### config.mk
export PLATFORM = sky130hd
export DESIGN_NAME = task_lease_admission
export DESIGN_NICKNAME = d
export VERILOG_FILES = /design/src/rtl/tla_pkg.sv /design/src/rtl/task_lease_admission.sv /design/src/rtl/tla_decide.sv /design/src/rtl/tla_state.sv
export SDC_FILE = /design/constraint.sdc
export NUM_CORES = 2
export LEC_CHECK = 0
export BUFFER_PORTS_ARGS = -buffer_cell sky130_fd_sc_hd__buf_2
export CORE_ASPECT_RATIO = 2
export CORE_MARGIN = 2
export CORE_UTILIZATION = 53
export CTS_BUF_LIST = sky130_fd_sc_hd__clkbuf_16
export DETAILED_ROUTE_END_ITERATION = 10
export GPL_TIMING_DRIVEN = 0
export PLACE_DENSITY = 0.83
export REMOVE_ABC_BUFFERS = 1
export SLEW_MARGIN = 20
export SYNTH_ARGS = -nofsm -noshare
export SYNTH_HDL_FRONTEND = slang
export SYNTH_HIERARCHICAL = 1
export SYNTH_SLANG_ARGS = --single-unit
### constraint.sdc
create_clock -name clk_i -period 9.95 [get_ports clk_i]
set_input_delay 0.995 -clock clk_i [delete_from_list [all_inputs] [get_ports clk_i]]
set_output_delay 0.995 -clock clk_i [all_outputs]
set_load 0.05 [all_outputs]
### src/rtl/tla_pkg.sv
`timescale 1ns / 1ps

package tla_pkg;

  localparam logic [1:0]  MODE_ASSIGNED = 2'd1;
  localparam logic [1:0]  MODE_INVALID  = 2'd3;
  localparam logic [31:0] REJECT_MAX    = 32'hFFFF_FFFF;
  localparam logic [31:0] WATCHDOG_RST  = 32'd1000000;

  typedef enum logic [2:0] {
    ST_NEW     = 3'd0,
    ST_RENEW   = 3'd1,
    ST_INVALID = 3'd2,
    ST_STALE   = 3'd3,
    ST_QUERY   = 3'd4
  } tla_status_e;

  typedef struct packed {
    logic               kind;
    logic signed [63:0] now_time;
    logic        [47:0] steady_time;
    logic signed [63:0] issued_time;
    logic signed [63:0] lease_length;
    logic        [31:0] epoch;
    logic        [31:0] revision_no;
    logic        [31:0] task_number;
    logic        [1:0]  task_mode;
    logic signed [31:0] target_x;
    logic signed [31:0] target_y;
    logic signed [31:0] target_z;
  } tla_in_t;

  typedef struct packed {
    tla_status_e        status;
    logic        [31:0] reject_total;
    logic               active;
    logic        [31:0] out_epoch;
    logic        [31:0] out_revision;
    logic        [31:0] out_task;
    logic        [1:0]  out_mode;
    logic signed [31:0] out_x;
    logic signed [31:0] out_y;
    logic signed [31:0] out_z;
    logic        [62:0] out_issued;
    logic        [62:0] out_expiry;
  } tla_out_t;

  // Last accepted task. System times are kept as 63-bit magnitudes (only
  // positive values are ever stored); the steady receive time is 48 bits.
  typedef struct packed {
    logic               have_task;
    logic        [31:0] epoch;
    logic        [31:0] revision;
    logic        [31:0] task_id;
    logic        [1:0]  mode;
    logic signed [31:0] tx;
    logic signed [31:0] ty;
    logic signed [31:0] tz;
    logic        [62:0] issued;
    logic        [62:0] lease;
    logic        [62:0] expiry;
    logic        [47:0] receive;
  } tla_kept_t;

  typedef struct packed {
    logic        store;
    logic [62:0] expiry;
  } tla_upd_t;

endpackage

### src/rtl/task_lease_admission.sv
`timescale 1ns / 1ps
// A word accepted into the input stage has its result word registered once
//   the result register is free or being drained. Throughput: one word per
//   cycle unless out_ready_i stalls; the input and result registers form a
//   two-stage pipe, so an empty input stage takes a word while a result waits.
// Reset: rst_ni low clears both pipe stages, the kept task, the reject
//   count, and sets the watchdog register to 1000000 us.
module task_lease_admission (
  input  logic              clk_i,
  input  logic              rst_ni,
  input  logic              in_valid_i,
  output logic              in_ready_o,
  input  tla_pkg::tla_in_t  in_data_i,
  output logic              out_valid_o,
  input  logic              out_ready_i,
  output tla_pkg::tla_out_t out_data_o,
  input  logic              cfg_we_i,
  input  logic [31:0]       cfg_wdata_i
);
  import tla_pkg::*;

  // Input stage
  logic        s1_valid_q;
  tla_in_t     s1_item_q;
  // Result stage
  logic        out_valid_q;
  tla_out_t    out_data_q;

  logic        advance;   // result register free or being drained this cycle
  logic        step;      // stage-1 word decided and retired this cycle
  logic        in_take;

  tla_kept_t   kept;
  logic [31:0] reject_cnt;
  logic [31:0] watchdog;
  tla_out_t    res;
  tla_upd_t    upd;

  assign advance    = !out_valid_q || out_ready_i;
  assign step       = s1_valid_q && advance;
  assign in_ready_o = !s1_valid_q || advance;
  assign in_take    = in_valid_i && in_ready_o;

  // Decision logic reads the kept task as it stands before this word; state
  // updates land at the same edge the result is registered, so the next word
  // sees them with no bubble.
  tla_decide u_decide (
    .item_i       (s1_item_q),
    .kept_i       (kept),
    .reject_cnt_i (reject_cnt),
    .watchdog_i   (watchdog),
    .res_o        (res),
    .upd_o        (upd)
  );

  tla_state u_state (
    .clk_i         (clk_i),
    .rst_ni        (rst_ni),
    .step_i        (step),
    .item_i        (s1_item_q),
    .upd_i         (upd),
    .reject_next_i (res.reject_total),
    .cfg_we_i      (cfg_we_i),
    .cfg_wdata_i   (cfg_wdata_i),
    .kept_o        (kept),
    .reject_cnt_o  (reject_cnt),
    .watchdog_o    (watchdog)
  );

  always_ff @(posedge clk_i or negedge rst_ni) begin
    if (!rst_ni) begin
      s1_valid_q  <= 1'b0;
      out_valid_q <= 1'b0;
    end else begin
      if (in_take) begin
        s1_valid_q <= 1'b1;
      end else if (advance) begin
        s1_valid_q <= 1'b0;
      end
      if (advance) begin
        out_valid_q <= s1_valid_q;
      end
    end
  end

  // Payload registers, no reset needed.
  always_ff @(posedge clk_i) begin
    if (in_take) begin
      s1_item_q <= in_data_i;
    end
    if (step) begin
      out_data_q <= res;
    end
  end

  assign out_valid_o = out_valid_q;
  assign out_data_o  = out_data_q;

endmodule

### src/rtl/tla_decide.sv
`timescale 1ns / 1ps

module tla_decide (
  input  tla_pkg::tla_in_t   item_i,
  input  tla_pkg::tla_kept_t kept_i,
  input  logic [31:0]        reject_cnt_i,
  input  logic [31:0]        watchdog_i,
  output tla_pkg::tla_out_t  res_o,
  output tla_pkg::tla_upd_t  upd_o
);
  import tla_pkg::*;

  logic        env_bad;
  logic        task_bad;
  logic [63:0] sum;
  logic        lease_ovf;
  logic        expired;
  logic        same_ep;
  logic        same_body;
  logic        not_newer;
  logic [47:0] gap;
  logic        wd_late;
  logic        live;
  logic        reject;
  tla_status_e status;

  always_comb begin
    task_bad = (item_i.task_mode == MODE_ASSIGNED) ? (item_i.task_number == 32'd0)
                                                   : (item_i.task_number != 32'd0);
    env_bad = item_i.issued_time[63] || (item_i.issued_time == 64'sd0) ||
              item_i.lease_length[63] || (item_i.lease_length == 64'sd0) ||
              (item_i.epoch == 32'd0) || (item_i.revision_no == 32'd0) ||
              (item_i.task_mode == MODE_INVALID) || task_bad;
    // Both operands are positive here, so a carry into bit 63 is overflow.
    sum       = {1'b0, item_i.issued_time[62:0]} + {1'b0, item_i.lease_length[62:0]};
    lease_ovf = sum[63];
    expired   = (sum[62:0] <= item_i.now_time[62:0]);
    same_ep   = (item_i.epoch == kept_i.epoch);
    not_newer = (item_i.issued_time[62:0] <= kept_i.issued);
    same_body = (item_i.task_number == kept_i.task_id) &&
                (item_i.task_mode == kept_i.mode) &&
                (item_i.target_x == kept_i.tx) && (item_i.target_y == kept_i.ty) &&
                (item_i.target_z == kept_i.tz) &&
                (item_i.lease_length[62:0] == kept_i.lease);

    status = ST_NEW;
    if (item_i.now_time[63] || env_bad) begin
      status = ST_INVALID;
    end else if (lease_ovf || expired) begin
      status = ST_STALE;
    end else if (kept_i.have_task) begin
      if (same_ep) begin
        if (item_i.revision_no < kept_i.revision) begin
          status = ST_STALE;
        end else if (item_i.revision_no == kept_i.revision) begin
          if (!same_body) begin
            status = ST_INVALID;
          end else if (not_newer) begin
            status = ST_STALE;
          end else begin
            status = ST_RENEW;
          end
        end
      end else if (not_newer) begin
        status = ST_STALE;
      end
    end

    reject = !item_i.kind && ((status == ST_INVALID) || (status == ST_STALE));

    // Query: lease by system time, watchdog by steady time. Steady time that
    // went backwards counts as no gap.
    gap     = item_i.steady_time - kept_i.receive;
    wd_late = (item_i.steady_time > kept_i.receive) && (gap > {16'd0, watchdog_i});
    live    = kept_i.have_task && !item_i.now_time[63] &&
              (item_i.now_time[62:0] < kept_i.expiry) && !wd_late;

    res_o = '0;
    res_o.reject_total = (reject && (reject_cnt_i != REJECT_MAX)) ? reject_cnt_i + 32'd1
                                                                 : reject_cnt_i;
    if (item_i.kind) begin
      res_o.status = ST_QUERY;
      if (live) begin
        res_o.active       = 1'b1;
        res_o.out_epoch    = kept_i.epoch;
        res_o.out_revision = kept_i.revision;
        res_o.out_task     = kept_i.task_id;
        res_o.out_mode     = kept_i.mode;
        res_o.out_x        = kept_i.tx;
        res_o.out_y        = kept_i.ty;
        res_o.out_z        = kept_i.tz;
        res_o.out_issued   = kept_i.issued;
        res_o.out_expiry   = kept_i.expiry;
      end
    end else begin
      res_o.status = status;
    end

    upd_o.store  = !item_i.kind && ((status == ST_NEW) || (status == ST_RENEW));
    upd_o.expiry = sum[62:0];
  end

endmodule

### src/rtl/tla_state.sv
`timescale 1ns / 1ps

module tla_state (
  input  logic               clk_i,
  input  logic               rst_ni,
  input  logic               step_i,
  input  tla_pkg::tla_in_t   item_i,
  input  tla_pkg::tla_upd_t  upd_i,
  input  logic [31:0]        reject_next_i,
  input  logic               cfg_we_i,
  input  logic [31:0]        cfg_wdata_i,
  output tla_pkg::tla_kept_t kept_o,
  output logic [31:0]        reject_cnt_o,
  output logic [31:0]        watchdog_o
);
  import tla_pkg::*;

  tla_kept_t   kept_q;
  logic [31:0] reject_q;
  logic [31:0] watchdog_q;

  always_ff @(posedge clk_i or negedge rst_ni) begin
    if (!rst_ni) begin
      kept_q     <= '0;
      reject_q   <= '0;
      watchdog_q <= WATCHDOG_RST;
    end else begin
      if (cfg_we_i) begin
        watchdog_q <= cfg_wdata_i;
      end
      if (step_i) begin
        reject_q <= reject_next_i;
        if (upd_i.store) begin
          kept_q.have_task <= 1'b1;
          kept_q.epoch     <= item_i.epoch;
          kept_q.revision  <= item_i.revision_no;
          kept_q.task_id   <= item_i.task_number;
          kept_q.mode      <= item_i.task_mode;
          kept_q.tx        <= item_i.target_x;
          kept_q.ty        <= item_i.target_y;
          kept_q.tz        <= item_i.target_z;
          kept_q.issued    <= item_i.issued_time[62:0];
          kept_q.lease     <= item_i.lease_length[62:0];
          kept_q.expiry    <= upd_i.expiry;
          kept_q.receive   <= item_i.steady_time;
        end
      end
    end
  end

  assign kept_o       = kept_q;
  assign reject_cnt_o = reject_q;
  assign watchdog_o   = watchdog_q;

endmodule

==> impl_metrics.ini <==
[drt]
vias_per_cell = 5.910
vias = 42259
totalWireLength_microns = 202600
wl_per_cell_microns = 28.33
drt_iter0_drc = 2713
dr.pass1.iters = 5
route.antenna.remaining_nets = 0
drc = 0

[logic_synthesis]
ys_seq_area_share_pct = 57.65
synth-edff-count = 791
syn_inst = 4621
synth_seq_cells = 1289
post_synth.cell_area_avg_sq_um = 13.60
syn-cell-area_sq_um = 62840
async_flop_share_pct = 38.63
synth_warnings = 6
ys.flop_type = edfxtp_1
yosysUniqueCellTypes = 87

[critical_path]
crit_path_max_incr_delay_ns = 0.71
r2r_cells = 27
path_max_fanout = 57
path_class = register to register
crit_top_cell = a211oi_1
end_kind = register
cp-start-kind = register
worstPathArrival_ns = 10.15
crit_slowest_cell = a211oi_1
reg2reg_to = u_state/kept_o[67]$_DFFE_PN0P_
rr_startpoint = s1_item_q[258]$_DFFE_PP_
r2r_setup_slack_ns = 0.42
cp.required_ns = 10.57

[grt]
use_met3_pct = 7.477
top_usage_layer = met2
grt_util_met1_pct = 35.28
grt_usage_pct = 32.83
grt_pass1_wl_microns = 288500
overflow = 0
grt_max_degree = 92
grt_util_met2_pct = 56.10
antenna_found_initial = 51
first_global_vias = 44082

[sta]
rsz0062_at_grt = no
skew_ns = 0.06572
min_period_over_period_pct = 95.76
finalHoldViolCount = 0
finalHoldWorstSlack_ns = 0.2471
maxSlewViolCount = 0
setup_viol = 0
slew_headroom_pct = 19.62
max_freq_mhz = 105.0
period_minus_slack_ns = 9.528
setup_tns_ns = 0
worst_slew_pin_slew_ns = 1.175

[finish]
fill_cells = 8607
drive_above_1_share_pct = 30.16
area.growth.synth_to_final_pct = 16.52
final_core_util_pct = 62.26
nNetsFinal = 6323

[die]
row_count = 178
die_y_microns = 490.9
dieArea_sq_um = 121500
io_pins = 830
core_area_sq_um = 117600
initial_core_util_pct = 53.43
die_w_microns = 247.5

[clocking]
cts_inserted_buffers = 110
postCtsHoldBufs = 0
insertion_delay_ns = 0.77
cts_buffer_depth = 3
clk_pin_slew_ns = 0.07
clock_sinks = 1289
post_cts_resize_count = 0
postCtsSetupBuffers = 0
cts-root-buf = clkbuf_16
htreeDepth = 3
cts_tree = yes

[placement]
dpl.hpwl_microns = 156300
portBuffers = 829
gp_congestion = 0.9994

[job]
max-cap-violations = 0

[pwr]
power_density_nw_per_um2 = 184.4
p_leak_nw = 32.13
peakVddDrop_mv = 0.2578
p_total_mw = 13.50

[status]
status = finished, final reports clean

[hold_path]
hp-class = input pin to asynchronous set/reset pin
-- synth_stat cells, drive strengths merged, types with 4 or more instances --
library cell / instances / area, sq um
o22ai: 13 / 81.33
edfxtp: 791 / 23750
nor2b: 181 / 1132
or4: 6 / 45.04
o31ai: 13 / 97.59
dfstp: 7 / 183.9
a21o: 82 / 615.6
a31oi: 20 / 125.1
buf: 87 / 808.3
a21oi: 207 / 1036
o21ai: 114 / 570.5
nor2: 273 / 1445
and2: 11 / 71.32
o311ai: 5 / 43.79
nand4: 134 / 838.3
and3: 22 / 137.6
nand2b: 18 / 112.6
nand2: 131 / 499.2
o211ai: 17 / 127.6
nor4: 115 / 747.0
and4: 17 / 148.9
a311oi: 5 / 43.79
o21a: 21 / 157.7
xor2: 173 / 1515
xnor2: 155 / 1358
inv: 365 / 1370
o21bai: 21 / 157.7
nand3: 67 / 335.3
nor3: 33 / 165.2
clkbuf: 46 / 172.7
or3: 4 / 25.02
dfrtp: 491 / 12290
a211oi: 28 / 210.2
mux2: 497 / 7019
a221oi: 16 / 140.1
o221ai: 4 / 35.03
a41oi: 4 / 53.81
ha: 364 / 4554
a2111oi: 13 / 121.4
-- cell usage in the layout (no fill, tap or decap), types with 130 or more instances in the layout --
cell | synthesis | final
a21oi_1 | 207 | 207
buf_2 | 31 | 831
dfrtp_1 | 491 | 491
edfxtp_1 | 791 | 791
ha_1 | 364 | 364
inv_1 | 364 | 380
mux2_4 | 379 | 379
nand2_1 | 130 | 130
nand4_1 | 134 | 134
nor2_1 | 183 | 183
nor2b_1 | 181 | 181
xnor2_1 | 155 | 155
xor2_1 | 173 | 173
-- flip-flops by register name (all words and copies together) (netlist names) --
register	cells
s1_item_q	435
u_state/kept_o	432
out_data_o	356
u_state/reject_cnt_o	32
u_state/watchdog_o	32
out_valid_o	1
s1_valid_q	1
-- final cells by class --
cell class | instances | area, sq um | area share (%)
well taps | 1530 | 1914 | 2.615
diodes | 37 | 92.59 | 0.1265
flip-flops and latches | 1289 | 36220 | 49.47
clock buffers | 113 | 2828 | 3.862
clock inverters | 97 | 972.2 | 1.328
inverters | 365 | 1370 | 1.871
repair buffers | 885 | 5466 | 7.466
multi-input cells | 2834 | 24350 | 33.26
-- worst max path at each step --
stage,from,endpoint,cells after the start
3_3_place_gp,out_ready_i,u_state/kept_o[332]$_DFFE_PN0P_,5
2_1_floorplan,out_ready_i,u_state/kept_o[0]$_DFFE_PN0P_,4
3_5_place_dp,s1_item_q[258]$_DFFE_PP_,u_state/kept_o[217]$_DFFE_PN0P_,27
4_1_cts,s1_item_q[258]$_DFFE_PP_,u_state/kept_o[207]$_DFFE_PN0P_,27
6_report,s1_item_q[258]$_DFFE_PP_,u_state/kept_o[67]$_DFFE_PN0P_,27
5_1_grt,s1_item_q[258]$_DFFE_PP_,u_state/kept_o[67]$_DFFE_PN0P_,26
-- power breakdown --
group | internal [mW] | switching, mW
logic | 0.901 | 1.57
registers | 6.12 | 0.337
clock network | 2.42 | 2.16
total | 9.44 | 4.06
-- per-layer routing --
metal  vias to the layer above  share of wire (%)
met5                         -               0.11
met4                        36                8.6
met3                       596                8.0
met2                      2037                 49
met1                     21008                 34
li1                      18582                  -
-- logic make-up after synthesis --
family,synth area share [%]
muxes,11.19
DFF,57.65
buffers and inverters,3.742
adders and majority gates,7.312
xor gates and xnor gates,4.572
AOI/OAI and AO/OA,6.304
and+or+nand+nor,9.235
-- worst max-delay path: cells and delay by family, from the launching register on --
| family | cells | cell delay, ns |
|---|---|---|
| simple gates | 8 | 2.02 |
| xor+xnor | 1 | 0.38 |
| fa+ha+maj | 3 | 0.94 |
| flops | 1 | 0.55 |
| buf+inv | 2 | 0.67 |
| compound gates | 12 | 4.22 |
| mux | 1 | 0.40 |
-- stage by stage --
stage                     instances  setup slack [ns]  cell area (sq um)
after global placement         6847            -26.64              67920
after global routing           7131            0.2299              73170
after floorplan                4488            -12.57              61850
final                          7150            0.4217              73220
after CTS                      7113            0.6106              73120
after detailed placement       6903            0.6906              69320
Power figures use the tool's default switching activity.
